<file path="config.mk">
export PLATFORM = sky130hd
export DESIGN_NAME = token_bucket_window_rate_limiter_unit
export DESIGN_NICKNAME = d
export VERILOG_FILES = /design/src/hdl/tbwrl_pkg.sv /design/src/hdl/tbwrl_div.sv /design/src/hdl/token_bucket_window_rate_limiter_unit.sv
export VERILOG_INCLUDE_DIRS = /design/src /design/src/hdl
export SDC_FILE = /design/constraint.sdc
export NUM_CORES = 1
export LEC_CHECK = 0
export BUFFER_PORTS_ARGS = -buffer_cell sky130_fd_sc_hd__buf_2
export CORE_AREA = 5 5 225 227
export CTS_BUF_LIST = sky130_fd_sc_hd__clkbuf_8
export DETAILED_ROUTE_END_ITERATION = 10
export DIE_AREA = 0 0 230 232
export PLACE_DENSITY = 0.84
export SLEW_MARGIN = 40
export SYNTH_ARGS = -nofsm -noshare
export SYNTH_HDL_FRONTEND = slang
export SYNTH_HIERARCHICAL = 1
export SYNTH_SLANG_ARGS = --single-unit
</file>
<file path="constraint.sdc">
create_clock -name clk -period 15.4 [get_ports clk]
set_input_delay 0.77 -clock clk [delete_from_list [all_inputs] [get_ports clk]]
set_output_delay 0.77 -clock clk [all_outputs]
set_load 0.02 [all_outputs]
</file>
<file path="src/hdl/token_bucket_window_rate_limiter_unit_macros.svh">
// Assertion macros shared by the rate limiter RTL.
// Depends on nothing; included by the modules that carry assertions.
`ifndef TOKEN_BUCKET_WINDOW_RATE_LIMITER_UNIT_MACROS_SVH
`define TOKEN_BUCKET_WINDOW_RATE_LIMITER_UNIT_MACROS_SVH

// Same-cycle implication, checked while out of reset.
`define TBWRL_ASSERT_IMP(LBL, CLK, RSTN, ANTE, CONS, MSG) \
  LBL: assert property (@(posedge CLK) disable iff (!RSTN) (ANTE) |-> (CONS)) \
    else $error(MSG);

// Next-cycle implication, checked while out of reset.
`define TBWRL_ASSERT_NXT(LBL, CLK, RSTN, ANTE, CONS, MSG) \
  LBL: assert property (@(posedge CLK) disable iff (!RSTN) (ANTE) |=> (CONS)) \
    else $error(MSG);

`endif

</file>
<file path="src/hdl/tbwrl_pkg.sv">
// Shared constants, codes and types of the rate limiter.
// Depends on nothing; used by tbwrl_div and the top level.
package tbwrl_pkg;

  localparam int FRAC_BITS  = 16;
  localparam int CAP_W      = 16;
  localparam int LEVEL_W    = CAP_W + FRAC_BITS;
  localparam int REFILL_W   = 32;
  localparam int SUM_W      = REFILL_W + 1;
  localparam int NEED_W     = FRAC_BITS + 1;
  localparam int WTICKS_W   = 24;
  localparam int ELAPSED_W  = 32;
  localparam int REQ_W      = 16;
  localparam int COUNT_W    = 32;
  localparam int OUT_W      = 32;
  localparam int AMOUNT_W   = 16;
  localparam int KIND_W     = 2;
  localparam int CFG_ADDR_W = 3;
  localparam int CFG_DATA_W = 32;
  localparam int DIV_CNT_W  = $clog2(NEED_W);

  localparam logic [LEVEL_W-1:0] ONE_TOKEN = LEVEL_W'(1) << FRAC_BITS;
  localparam logic [CAP_W-1:0] CAP_RESET = CAP_W'(16);
  localparam logic [REFILL_W-1:0] REFILL_RESET = REFILL_W'(1) << FRAC_BITS;
  localparam logic [WTICKS_W-1:0] WTICKS_RESET = WTICKS_W'(1000);
  localparam logic [REQ_W-1:0] MAXREQ_RESET = REQ_W'(100);

  localparam logic [KIND_W-1:0] KIND_TICK    = 2'd0;
  localparam logic [KIND_W-1:0] KIND_ALLOW   = 2'd1;
  localparam logic [KIND_W-1:0] KIND_CONSUME = 2'd2;
  localparam logic [KIND_W-1:0] KIND_RESET   = 2'd3;

  localparam logic [CFG_ADDR_W-1:0] REG_MODE     = 3'd0;
  localparam logic [CFG_ADDR_W-1:0] REG_CAPACITY = 3'd1;
  localparam logic [CFG_ADDR_W-1:0] REG_REFILL   = 3'd2;
  localparam logic [CFG_ADDR_W-1:0] REG_WTICKS   = 3'd3;
  localparam logic [CFG_ADDR_W-1:0] REG_MAXREQ   = 3'd4;

  typedef struct packed {
    logic busy;
    logic done;
  } div_stat_t;

  function automatic logic [LEVEL_W-1:0] cap_fixed(input logic [CAP_W-1:0] cap);
    cap_fixed = {cap, {FRAC_BITS{1'b0}}};
  endfunction

endpackage

</file>
<file path="src/hdl/tbwrl_div.sv">
// Restoring divider, one quotient bit per cycle, for the wait-time result.
// Depends on tbwrl_pkg and the assertion macro header.
`include "token_bucket_window_rate_limiter_unit_macros.svh"

module tbwrl_div (
  input  logic                                clk,
  input  logic                                rst_n,
  input  logic                                start,
  input  logic [tbwrl_pkg::NEED_W-1:0]        dividend,
  input  logic [tbwrl_pkg::REFILL_W-1:0]      divisor,
  output logic [tbwrl_pkg::NEED_W-1:0]        quotient,
  output tbwrl_pkg::div_stat_t                stat
);

  logic                               busy_r, busy_nxt;
  logic                               done_r, done_nxt;
  logic [tbwrl_pkg::DIV_CNT_W-1:0]    cnt_r, cnt_nxt;
  logic [tbwrl_pkg::NEED_W-1:0]       dvd_r, dvd_nxt;
  logic [tbwrl_pkg::NEED_W-1:0]       quo_r, quo_nxt;
  logic [tbwrl_pkg::REFILL_W-1:0]     dvs_r, dvs_nxt;
  logic [tbwrl_pkg::REFILL_W-1:0]     rem_r, rem_nxt;
  logic [tbwrl_pkg::SUM_W-1:0]        trial;
  logic [tbwrl_pkg::SUM_W-1:0]        diff;

  assign trial = {rem_r, dvd_r[tbwrl_pkg::NEED_W-1]};
  assign diff  = trial - {1'b0, dvs_r};

  always_comb begin
    busy_nxt = busy_r;
    done_nxt = 1'b0;
    cnt_nxt  = cnt_r;
    dvd_nxt  = dvd_r;
    quo_nxt  = quo_r;
    dvs_nxt  = dvs_r;
    rem_nxt  = rem_r;
    if (start) begin
      busy_nxt = 1'b1;
      cnt_nxt  = tbwrl_pkg::DIV_CNT_W'(tbwrl_pkg::NEED_W - 1);
      dvd_nxt  = dividend;
      dvs_nxt  = divisor;
      rem_nxt  = '0;
      quo_nxt  = '0;
    end else if (busy_r) begin
      dvd_nxt = {dvd_r[tbwrl_pkg::NEED_W-2:0], 1'b0};
      if (!diff[tbwrl_pkg::SUM_W-1]) begin
        rem_nxt = diff[tbwrl_pkg::REFILL_W-1:0];
        quo_nxt = {quo_r[tbwrl_pkg::NEED_W-2:0], 1'b1};
      end else begin
        rem_nxt = trial[tbwrl_pkg::REFILL_W-1:0];
        quo_nxt = {quo_r[tbwrl_pkg::NEED_W-2:0], 1'b0};
      end
      if (cnt_r == '0) begin
        busy_nxt = 1'b0;
        done_nxt = 1'b1;
      end else begin
        cnt_nxt = cnt_r - 1'b1;
      end
    end
  end

  always_ff @(posedge clk) begin
    if (!rst_n) begin
      busy_r <= 1'b0;
      done_r <= 1'b0;
    end else begin
      busy_r <= busy_nxt;
      done_r <= done_nxt;
    end
    cnt_r <= cnt_nxt;
    dvd_r <= dvd_nxt;
    quo_r <= quo_nxt;
    dvs_r <= dvs_nxt;
    rem_r <= rem_nxt;
  end

  assign quotient  = quo_r;
  assign stat.busy = busy_r;
  assign stat.done = done_r;

  `TBWRL_ASSERT_NXT(a_div_start_busy, clk, rst_n, start, busy_r, "divider did not start")
  `TBWRL_ASSERT_NXT(a_div_last_step, clk, rst_n, busy_r && !start && cnt_r == '0, done_r && !busy_r, "divider did not finish after its last step")
  `TBWRL_ASSERT_IMP(a_div_done_idle, clk, rst_n, done_r, !busy_r, "divider done while busy")

endmodule

</file>
<file path="src/hdl/token_bucket_window_rate_limiter_unit.sv">
// Token bucket and fixed window rate limiter, top level with sequencer and state.
// Depends on tbwrl_pkg, tbwrl_div and the assertion macro header.
//
// Each input word (tick, allow, consume or reset) gives exactly one result word.
// An item that needs no wait computation passes the exec, wait check and done
// states before its result is written to the output register; the sequencer then
// returns to idle for the next word. In token mode with less than one token and a
// nonzero refill, the wait ticks come from a restoring divider that produces one
// quotient bit per cycle, 17 bits in all, in the divide state. The input is
// stalled until the sequencer is back in idle; a finished result waits in the
// output register while the next word is taken, and an item whose result is ready
// while the previous one is still held waits for it. Configuration writes must be
// made only while no item is in flight; the block itself does not enforce this.
`include "token_bucket_window_rate_limiter_unit_macros.svh"

module token_bucket_window_rate_limiter_unit (
  input  logic                                 clk,
  input  logic                                 rst_n,
  input  logic                                 cfg_we,
  input  logic [tbwrl_pkg::CFG_ADDR_W-1:0]     cfg_addr,
  input  logic [tbwrl_pkg::CFG_DATA_W-1:0]     cfg_wdata,
  input  logic                                 in_valid,
  output logic                                 in_stall,
  input  logic [tbwrl_pkg::KIND_W-1:0]         in_kind,
  input  logic [tbwrl_pkg::AMOUNT_W-1:0]       in_amount,
  output logic                                 out_valid,
  input  logic                                 out_stall,
  output logic                                 out_granted,
  output logic [tbwrl_pkg::OUT_W-1:0]          out_wait_ticks,
  output logic [tbwrl_pkg::OUT_W-1:0]          out_allowed_total,
  output logic [tbwrl_pkg::OUT_W-1:0]          out_rejected_total
);

  localparam logic [2:0] ST_IDLE = 3'd0;
  localparam logic [2:0] ST_EXEC = 3'd1;
  localparam logic [2:0] ST_WCHK = 3'd2;
  localparam logic [2:0] ST_DIV  = 3'd3;
  localparam logic [2:0] ST_DONE = 3'd4;

  logic [2:0]                            state_r, state_nxt;
  logic                                  mode_r, mode_nxt;
  logic [tbwrl_pkg::CAP_W-1:0]           cap_r, cap_nxt;
  logic [tbwrl_pkg::REFILL_W-1:0]        refill_r, refill_nxt;
  logic [tbwrl_pkg::WTICKS_W-1:0]        wticks_r, wticks_nxt;
  logic [tbwrl_pkg::REQ_W-1:0]           maxreq_r, maxreq_nxt;
  logic [tbwrl_pkg::LEVEL_W-1:0]         level_r, level_nxt;
  logic [tbwrl_pkg::ELAPSED_W-1:0]       elapsed_r, elapsed_nxt;
  logic [tbwrl_pkg::REQ_W-1:0]           wcount_r, wcount_nxt;
  logic [tbwrl_pkg::COUNT_W-1:0]         gcount_r, gcount_nxt;
  logic [tbwrl_pkg::COUNT_W-1:0]         rcount_r, rcount_nxt;
  logic [tbwrl_pkg::KIND_W-1:0]          kind_r, kind_nxt;
  logic [tbwrl_pkg::AMOUNT_W-1:0]        amount_r, amount_nxt;
  logic                                  grant_r, grant_nxt;
  logic [tbwrl_pkg::OUT_W-1:0]           wait_r, wait_nxt;
  logic                                  oval_r, oval_nxt;
  logic                                  ogrant_r, ogrant_nxt;
  logic [tbwrl_pkg::OUT_W-1:0]           owait_r, owait_nxt;
  logic [tbwrl_pkg::OUT_W-1:0]           oallow_r, oallow_nxt;
  logic [tbwrl_pkg::OUT_W-1:0]           oreject_r, oreject_nxt;

  logic                                  div_start;
  logic [tbwrl_pkg::NEED_W-1:0]          div_dividend;
  logic [tbwrl_pkg::NEED_W-1:0]          div_quot;
  tbwrl_pkg::div_stat_t                  div_stat;

  logic                                  in_acc;
  logic                                  out_free;
  logic [tbwrl_pkg::LEVEL_W-1:0]         capf;
  logic [tbwrl_pkg::LEVEL_W-1:0]         capf_new;
  logic [tbwrl_pkg::SUM_W-1:0]           sum;
  logic [tbwrl_pkg::LEVEL_W-1:0]         need;
  logic                                  expired;
  logic [tbwrl_pkg::REQ_W-1:0]           wcount_eff;

  assign in_acc   = in_valid && !in_stall;
  assign out_free = !oval_r || !out_stall;
  assign capf     = tbwrl_pkg::cap_fixed(cap_r);
  assign capf_new = tbwrl_pkg::cap_fixed(cfg_wdata[tbwrl_pkg::CAP_W-1:0]);
  assign sum      = {1'b0, level_r} + {1'b0, refill_r};
  assign need     = {amount_r, {tbwrl_pkg::FRAC_BITS{1'b0}}};
  assign expired  = elapsed_r > {{(tbwrl_pkg::ELAPSED_W - tbwrl_pkg::WTICKS_W){1'b0}}, wticks_r};
  assign wcount_eff   = expired ? '0 : wcount_r;
  assign div_dividend = tbwrl_pkg::ONE_TOKEN[tbwrl_pkg::NEED_W-1:0]
                        - level_r[tbwrl_pkg::NEED_W-1:0];

  always_comb begin
    state_nxt   = state_r;
    mode_nxt    = mode_r;
    cap_nxt     = cap_r;
    refill_nxt  = refill_r;
    wticks_nxt  = wticks_r;
    maxreq_nxt  = maxreq_r;
    level_nxt   = level_r;
    elapsed_nxt = elapsed_r;
    wcount_nxt  = wcount_r;
    gcount_nxt  = gcount_r;
    rcount_nxt  = rcount_r;
    kind_nxt    = kind_r;
    amount_nxt  = amount_r;
    grant_nxt   = grant_r;
    wait_nxt    = wait_r;
    oval_nxt    = oval_r && out_stall;
    ogrant_nxt  = ogrant_r;
    owait_nxt   = owait_r;
    oallow_nxt  = oallow_r;
    oreject_nxt = oreject_r;
    div_start   = 1'b0;

    if (cfg_we) begin
      case (cfg_addr)
        tbwrl_pkg::REG_MODE: mode_nxt = cfg_wdata[0];
        tbwrl_pkg::REG_CAPACITY: begin
          cap_nxt = cfg_wdata[tbwrl_pkg::CAP_W-1:0];
          if (level_r > capf_new) begin
            level_nxt = capf_new;
          end
        end
        tbwrl_pkg::REG_REFILL: refill_nxt = cfg_wdata[tbwrl_pkg::REFILL_W-1:0];
        tbwrl_pkg::REG_WTICKS: wticks_nxt = cfg_wdata[tbwrl_pkg::WTICKS_W-1:0];
        tbwrl_pkg::REG_MAXREQ: maxreq_nxt = cfg_wdata[tbwrl_pkg::REQ_W-1:0];
        default: ;
      endcase
    end

    case (state_r)
      ST_IDLE: begin
        if (in_acc) begin
          kind_nxt   = in_kind;
          amount_nxt = in_amount;
          state_nxt  = ST_EXEC;
        end
      end
      ST_EXEC: begin
        grant_nxt = 1'b0;
        case (kind_r)
          tbwrl_pkg::KIND_TICK: begin
            if (!mode_r) begin
              level_nxt = (sum > {1'b0, capf}) ? capf : sum[tbwrl_pkg::LEVEL_W-1:0];
            end else if (elapsed_r != '1) begin
              elapsed_nxt = elapsed_r + 1'b1;
            end
          end
          tbwrl_pkg::KIND_ALLOW: begin
            if (!mode_r) begin
              if (level_r >= tbwrl_pkg::ONE_TOKEN) begin
                level_nxt = level_r - tbwrl_pkg::ONE_TOKEN;
                grant_nxt = 1'b1;
              end
            end else begin
              if (expired) begin
                elapsed_nxt = '0;
              end
              wcount_nxt = wcount_eff;
              if (wcount_eff < maxreq_r) begin
                wcount_nxt = wcount_eff + 1'b1;
                grant_nxt  = 1'b1;
              end
            end
            if (grant_nxt) begin
              gcount_nxt = gcount_r + 1'b1;
            end else begin
              rcount_nxt = rcount_r + 1'b1;
            end
          end
          tbwrl_pkg::KIND_CONSUME: begin
            if (!mode_r && level_r >= need) begin
              level_nxt = level_r - need;
              grant_nxt = 1'b1;
            end
          end
          default: begin
            if (!mode_r) begin
              level_nxt = capf;
            end else begin
              wcount_nxt  = '0;
              elapsed_nxt = '0;
            end
          end
        endcase
        state_nxt = ST_WCHK;
      end
      ST_WCHK: begin
        if (mode_r || level_r >= tbwrl_pkg::ONE_TOKEN) begin
          wait_nxt  = '0;
          state_nxt = ST_DONE;
        end else if (refill_r == '0) begin
          wait_nxt  = '1;
          state_nxt = ST_DONE;
        end else begin
          div_start = 1'b1;
          state_nxt = ST_DIV;
        end
      end
      ST_DIV: begin
        if (div_stat.done) begin
          wait_nxt  = tbwrl_pkg::OUT_W'(div_quot);
          state_nxt = ST_DONE;
        end
      end
      ST_DONE: begin
        if (out_free) begin
          oval_nxt    = 1'b1;
          ogrant_nxt  = grant_r;
          owait_nxt   = wait_r;
          oallow_nxt  = gcount_r[tbwrl_pkg::OUT_W-1:0];
          oreject_nxt = rcount_r[tbwrl_pkg::OUT_W-1:0];
          state_nxt   = ST_IDLE;
        end
      end
      default: state_nxt = ST_IDLE;
    endcase
  end

  always_ff @(posedge clk) begin
    if (!rst_n) begin
      state_r   <= ST_IDLE;
      mode_r    <= 1'b0;
      cap_r     <= tbwrl_pkg::CAP_RESET;
      refill_r  <= tbwrl_pkg::REFILL_RESET;
      wticks_r  <= tbwrl_pkg::WTICKS_RESET;
      maxreq_r  <= tbwrl_pkg::MAXREQ_RESET;
      level_r   <= tbwrl_pkg::cap_fixed(tbwrl_pkg::CAP_RESET);
      elapsed_r <= '0;
      wcount_r  <= '0;
      gcount_r  <= '0;
      rcount_r  <= '0;
      oval_r    <= 1'b0;
    end else begin
      state_r   <= state_nxt;
      mode_r    <= mode_nxt;
      cap_r     <= cap_nxt;
      refill_r  <= refill_nxt;
      wticks_r  <= wticks_nxt;
      maxreq_r  <= maxreq_nxt;
      level_r   <= level_nxt;
      elapsed_r <= elapsed_nxt;
      wcount_r  <= wcount_nxt;
      gcount_r  <= gcount_nxt;
      rcount_r  <= rcount_nxt;
      oval_r    <= oval_nxt;
    end
    kind_r    <= kind_nxt;
    amount_r  <= amount_nxt;
    grant_r   <= grant_nxt;
    wait_r    <= wait_nxt;
    ogrant_r  <= ogrant_nxt;
    owait_r   <= owait_nxt;
    oallow_r  <= oallow_nxt;
    oreject_r <= oreject_nxt;
  end

  tbwrl_div u_div (
    .clk      (clk),
    .rst_n    (rst_n),
    .start    (div_start),
    .dividend (div_dividend),
    .divisor  (refill_r),
    .quotient (div_quot),
    .stat     (div_stat)
  );

  assign in_stall           = (state_r != ST_IDLE);
  assign out_valid          = oval_r;
  assign out_granted        = ogrant_r;
  assign out_wait_ticks     = owait_r;
  assign out_allowed_total  = oallow_r;
  assign out_rejected_total = oreject_r;

  `TBWRL_ASSERT_IMP(a_level_capped, clk, rst_n, 1'b1, level_r <= capf, "level above capacity")
  `TBWRL_ASSERT_IMP(a_wait_token_mode, clk, rst_n, oval_r && owait_r != '0, !mode_r, "window wait")
  `TBWRL_ASSERT_NXT(a_accept_exec, clk, rst_n, in_acc, state_r == ST_EXEC, "word not executed")
  `TBWRL_ASSERT_IMP(a_div_only_in_div, clk, rst_n, div_stat.busy, state_r == ST_DIV, "stray divide")

endmodule
</file>
# --- After elaboration in Yosys (flattened, before gate mapping) ---
# Cells that the tools add are included.
word_totals:
  reg_bits: 490
  inputBits: 58
  output_inout_bits: 99
  word_cells: 151
classes:
  addsub: 10
  order_cmp: 6
  n_eq_ne: 17
  muxes: 52
  n_bitwise: 6
  reduce_logical: 33
op_table:
  columns: ["op", "count"]
  rows:
  - ["$mux W32", 19]
  - ["$pmux W32 S3", 2]
  - ["$add A32 B1 Y32 const B", 3]
  - ["$mux W16", 4]
  - ["$pmux W32 S2", 1]
  - ["$mux W17", 2]
  - ["$add A32 B32 Y33", 1]
  - ["$gt A33 B32 Y1", 1]
  - ["$sub A33 B32 Y33", 1]
  - ["$ge A32 B17 Y1 const B", 1]
  - ["$ge A32 B32 Y1", 1]
  - ["$gt A32 B24 Y1", 1]
  - ["$gt A32 B32 Y1", 1]
  - ["$logic_not A32 Y1", 1]
  - ["$ne A32 B32 Y1 const B", 1]
  - ["$pmux W16 S2", 1]
  - ["$sub A32 B17 Y32 const B", 1]
  - ["$sub A32 B32 Y32", 1]
  - ["$sub A17 B17 Y17 const A", 1]
  - ["$add A16 B1 Y16 const B", 1]
  - ["$lt A16 B16 Y1", 1]
  - ["$mux W1", 16]
  - ["$reduce_and A2 Y1", 8]
  - ["$mux W3", 5]
  - ["other kinds (24)", 49]

# --- Logic depth before layout (Yosys ltp) ---
depth:
  depth_word: 9
  mapped_depth: 22
  ltp_nobuf: 20

# --- Modules after synthesis ---
# Netlist, hierarchy kept.
by_module_without_submodules:
  columns: ["module", "n_inst", "cells_each", "area_per_inst_um2", "seq_area_each_um2"]
  rows:
  - ["token_bucket_window_rate_limiter_unit", 1, 2366, 20588.5, 8348.0]
  - ["tbwrl_div", 1, 575, 5774.3, 2592.5]

# --- Worst setup path before layout ---
# Ideal clock, no wire load.
synth_path:
  path_kind: "reg-to-reg"
  startpoint: "reg level_r[21] in the netlist's numbering"
  endpoint: "reg u_div/dvd_r[10] in the netlist's numbering (data pin)"
  setup_ns: 0.260
  arrival_ns: 5.639
  required_ns: 15.140
  setup_slack_ns: 9.501
  path_stages_with_launch: 11
  path_buffers: 3
  path_cell_list: "dfxtp_1 > nor4_1 > nand2_1 > nor4_1 > o211a_1 > nand2_1 > clkbuf_1 > nor3b_1 > clkbuf_1 > clkbuf_1 > mux2_2"
synth_via:
  elab_chain_len: 5
synth_rtl:
  columns: ["item", "line", "text"]
  rows:
  - ["start, declared", "token_bucket_window_rate_limiter_unit.sv:46", "logic [tbwrl_pkg::LEVEL_W-1:0] level_r, level_nxt;"]
  - ["start signal, assigned", "token_bucket_window_rate_limiter_unit.sv:222", "level_r <= tbwrl_pkg::cap_fixed(tbwrl_pkg::CAP_RESET);"]
  - ["start signal, assigned", "token_bucket_window_rate_limiter_unit.sv:235", "level_r <= level_nxt;"]
  - ["$ge A32 B17 Y1", "token_bucket_window_rate_limiter_unit.sv:183", "if (mode_r || level_r >= tbwrl_pkg::ONE_TOKEN) begin"]
  - ["$logic_or A1 B1 Y1", "token_bucket_window_rate_limiter_unit.sv:183", null]
  - ["$mux W1", "token_bucket_window_rate_limiter_unit.sv:183", null]
  - ["$mux W1", "token_bucket_window_rate_limiter_unit.sv:125", "case (state_r)"]
  - ["via div_start", "token_bucket_window_rate_limiter_unit.sv:61", "logic div_start;"]
  - ["$mux W17", "tbwrl_div.sv:36", "if (start) begin"]
  - ["via u_div.dvd_nxt (one bit)", "tbwrl_div.sv:18", "logic [tbwrl_pkg::NEED_W-1:0] dvd_r, dvd_nxt;"]
  - ["end signal, assigned", "tbwrl_div.sv:70", "dvd_r <= dvd_nxt;"]
  - ["end, declared", "tbwrl_div.sv:18", null]
# The timed path passes the listed nets, and every way through them passes these cells.
# A chain may end at the register's enable or synchronous reset.

# --- Final worst setup path ---
layout_path:
  startpoint: "reg elapsed_r[15] in the netlist's numbering"
  endpoint: "reg gcount_r[29] in the netlist's numbering"
layout_via:
  elab_chain_len: 8
layout_rtl:
  columns: ["item", "line", "text"]
  rows:
  - ["start, declared", "token_bucket_window_rate_limiter_unit.sv:47", "logic [tbwrl_pkg::ELAPSED_W-1:0] elapsed_r, elapsed_nxt;"]
  - ["start signal, assigned", "token_bucket_window_rate_limiter_unit.sv:236", "elapsed_r <= elapsed_nxt;"]
  - ["$gt A32 B24 Y1", "token_bucket_window_rate_limiter_unit.sv:81", "assign expired = elapsed_r > {{(tbwrl_pkg::ELAPSED_W - tbwrl_pkg::WTICKS_W){1'b0}}, wticks_r};"]
  - ["$mux W16", "token_bucket_window_rate_limiter_unit.sv:82", "assign wcount_eff = expired ? '0 : wcount_r;"]
  - ["$lt A16 B16 Y1", "token_bucket_window_rate_limiter_unit.sv:154", "if (wcount_eff < maxreq_r) begin"]
  - ["$mux W1", "token_bucket_window_rate_limiter_unit.sv:154", null]
  - ["$mux W1", "token_bucket_window_rate_limiter_unit.sv:144", "if (!mode_r) begin"]
  - ["$mux W1", "token_bucket_window_rate_limiter_unit.sv:135", "case (kind_r)"]
  - ["$mux W1", "token_bucket_window_rate_limiter_unit.sv:125", null]
  - ["$reduce_and A3 Y1 (no line)", null, null]
  - ["end signal, assigned", "token_bucket_window_rate_limiter_unit.sv:238", "gcount_r <= gcount_nxt;"]
  - ["end, declared", "token_bucket_window_rate_limiter_unit.sv:49", "logic [tbwrl_pkg::COUNT_W-1:0] gcount_r, gcount_nxt;"]
# No other way between the ends. The select of a mux whose other input is x is not followed.

==> summary.md <==
| Metric | Value |
|---|---|
| Status | `finished clean` |
| Multi-input gate area | `14,200 um2` |
| Hpwl dp | `50.1 mm` |
| CP endpoint kind | `flop` |
| Die W | `230 um` |
| Critical Path AT | `about 6900 ps` |
| Final Max Slew Viols | `0` |
| Total negative slack | `0 ps` |
| Via density per instance | `between 6 and 7` |
| Clk_lat worst skew | `700 ps` |
| Largest net degree at the start of global routing | `83` |
| Worst setup SP type | `flop` |
| Mapped Cells | `roughly 2,900` |
| Nets | `approximately 3,300` |
| Worst Path Max Fanout | `20` |
| Fin. Hold Viols | `0` |
| Register share of total power | `0.481` |
| Fmax | `roughly 0.16 GHz` |
| Die Ht | `232 um` |
| Initial Util | `0.544` |
| Worst path max stage delay | `680 ps` |
| CORE AREA | `48,400 um2` |
| Clock transition at path regs | `60 ps` |
| CTS sink cnt | `between 400 and 500` |
| GRT Util Overall | `0.255` |
| FF+latch area | `roughly 11,000 um2` |
| Part of the cycle the worst path needs | `0.412` |
| RSZ-0062 raised after global routing | `no` |
| Clock power frac | `0.403` |
| Cell Chain, Critical Path | `ha_1 > nand3_1 > or4_1 > o2111a_1 > a21oi_1 > inv_1 > nand2_1 > and2_1 > ha_1 > a21o_1 > a21o_1 > a21oi_1 > o21a_1 > o211ai_1 > o211ai_4 > nand4_1 > o311ai_0 > o41ai_1` |
| Cts hold-fix bufs | `0` |
| Gpl congestion | `~0.96` |
| Syn_nets | `~3,200` |
| Req. time, crit path | `15,950 ps` |
| Psw | `between 700 and 800 uW` |
| Setup Fix Bufs, Post-CTS | `0` |
| Switching Fraction | `0.279` |
| Die ar. | `53,400 um2` |
| Power share of the combinational group | `0.116` |
| Worst Tran Pin Value | `851 ps` |
| Internal power | `~2000 uW` |
| Total Power | `2730 uW` |
| Peak supply drop | `between 0.07 and 0.08 mV` |
| Fill cell count | `4,066` |
| Post-route ant nets | `0` |
| Cells resized by post-CTS repair | `0` |
| Vias in the first global route | `21,100` |
| Vias | `between 20,000 and 25,000` |
| Routed wire length | `between 70 and 80 mm` |
| First-pass GRT wire length | `around 110 mm` |
| WHS | `~260 ps` |
| Hold Path Class | `primary input to flop` |
| Global route total overflow | `0` |
| Post-Place Worst Slack | `9360 ps` |
| H-tree levels | `3` |
| Crit path to | `gcount_r[29]` |
| CTS Buf Count | `a little under 80` |
| Clock root buffer | `clkbuf_8` |
| Area delta synth->final | `10.5%` |
| Max-cap violations | `0` |
| Pre-antenna DRT Iters | `6` |
| Leakage | `roughly 0.012 uW` |
| I/O Buffers | `approximately 160` |
| Synth warn | `6` |
| Final WS setup | `9060 ps` |
| Worst slew margin | `0.427` |
| Initial antenna violation count | `3` |
| CTS tree | `yes` |
| Crit path launch | `elapsed_r[15]` |
| Residual DRC | `0` |
| Power per cell area | `around 94 nW/um2` |
| Setup Skew | `roughly 48 ps` |
| Post-Syn Area per Cell | `about 9.0 um2` |
| Cell depth of the worst flop-to-flop path | `18` |
| Post-DR wirelength/cell | `between 15 and 20 um` |
| CTS Buffer Depth | `3` |
| Worst flop-to-flop path startpoint | `elapsed_r[15]` |
| DR iter-0 viols | `between 2,000 and 2,500` |
| Final worst path period need | `about 6300 ps` |
| Reg2reg end | `gcount_r[29]` |
| Slowest CP cell | `nand4_1` |
| # IOs | `between 150 and 200` |
| Final setup vio count | `0` |
| HP Start | `in_amount[15]` |
| Critical path class | `flop to flop` |
| Netlist Area Pre-Place | `26,400 um2` |
| Placement Rows | `81` |
| Reg2reg setup slack | `between 9000 and 10,000 ps` |
| Layout cells sized above 1 | `0.119` |
==> per-stage QoR <==
step | utilization | instances | cell area (um2)
final | 0.601 | 3746 | 29100
after global routing | 0.601 | 3744 | 29100
after CTS | 0.601 | 3741 | 29100
after detailed placement | 0.568 | 3595 | 27500
after global placement | 0.567 | 3593 | 27500
after floorplan | - | 2940 | 26400
==> power by group through the flow <==
stage / registers, uW / clock network [uW] / logic [uW]
4_1_cts: 1310 / 1120 / 308
5_1_grt: 1310 / 1180 / 343
3_3_place_gp: 1340 / 0 / 302
2_1_floorplan: 1330 / 0 / 220
6_report: 1310 / 1100 / 316
3_5_place_dp: 1340 / 0 / 306
==> critical path, delay by kind of cell, from the launching register on <==
kind | cells | cell delay, ps
fa+ha+maj | 2 | 570
compound gates | 10 | 3050
buf+inv | 1 | 170
flops | 1 | 370
simple gates | 5 | 2020
==> final cells by class <==
type                       count  share of cell area
tap                          622              0.0267
multi-input combinational   2152               0.486
clock buffer                  90              0.0425
antenna                        4            0.000344
sequential                   462               0.376
inverter                     180              0.0233
clock inverter                56              0.0118
timing repair buffer         180              0.0333
==> cells in the final DEF (no fill, tap or decap), types with 14 or more instances in the layout <==
master / count
nand4_1: 62
o21ai_0: 122
o21a_1: 27
edfxtp_1: 169
a21oi_1: 244
a211oi_2: 14
nor2b_1: 18
o211ai_1: 37
clkbuf_8: 90
or4_1: 22
buf_2: 157
or3_1: 35
nand3_1: 72
nor4_1: 37
nand2_1: 368
and2_1: 32
nor2_1: 208
a31oi_1: 22
mux2_2: 19
xor2_1: 58
a22o_1: 16
and3_1: 36
mux2i_1: 59
a211oi_1: 34
ha_1: 162
a221oi_1: 20
buf_4: 20
inv_1: 200
nor3_1: 55
dfxtp_1: 292
o31ai_1: 20
nand2b_1: 16
xnor2_1: 82
a21o_1: 58
==> sequential cells by signal, indices dropped and copies added, names as in the netlist, 16 cells and up <==
register            cells
u_div/quotient         17
out_wait_ticks         18
rcount_r               32
elapsed_r              32
amount_r               16
wcount_r               16
wticks_r               24
gcount_r               32
wait_r                 18
cap_r                  16
u_div/dvd_r            17
out_allowed_total      32
out_rejected_total     32
maxreq_r               16
level_r                32
u_div/rem_r            32
u_div/dvs_r            32
refill_r               32
==> layer usage <==
| metal | share of wire | global-route usage | vias up |
|---|---|---|---|
| met5 | 0.00019 | 0 | - |
| met1 | 0.42 | 0.347 | 10800 |
| met4 | 0.036 | 0.0955 | 2 |
| met2 | 0.44 | 0.396 | 1019 |
| li1 | - | - | 10900 |
| met3 | 0.10 | 0.0626 | 210 |
==> worst min path at each step <==
stage	end	slack, ps	depth (start not counted)
2_1_floorplan	out_granted	400	0
3_3_place_gp	out_wait_ticks[14]	400	0
3_5_place_dp	out_wait_ticks[4]	400	0
4_1_cts	amount_r[15]	220	1
5_1_grt	amount_r[14]	230	1
6_report	amount_r[15]	260	1
Note: power is estimated with default switching activity, not from simulation.
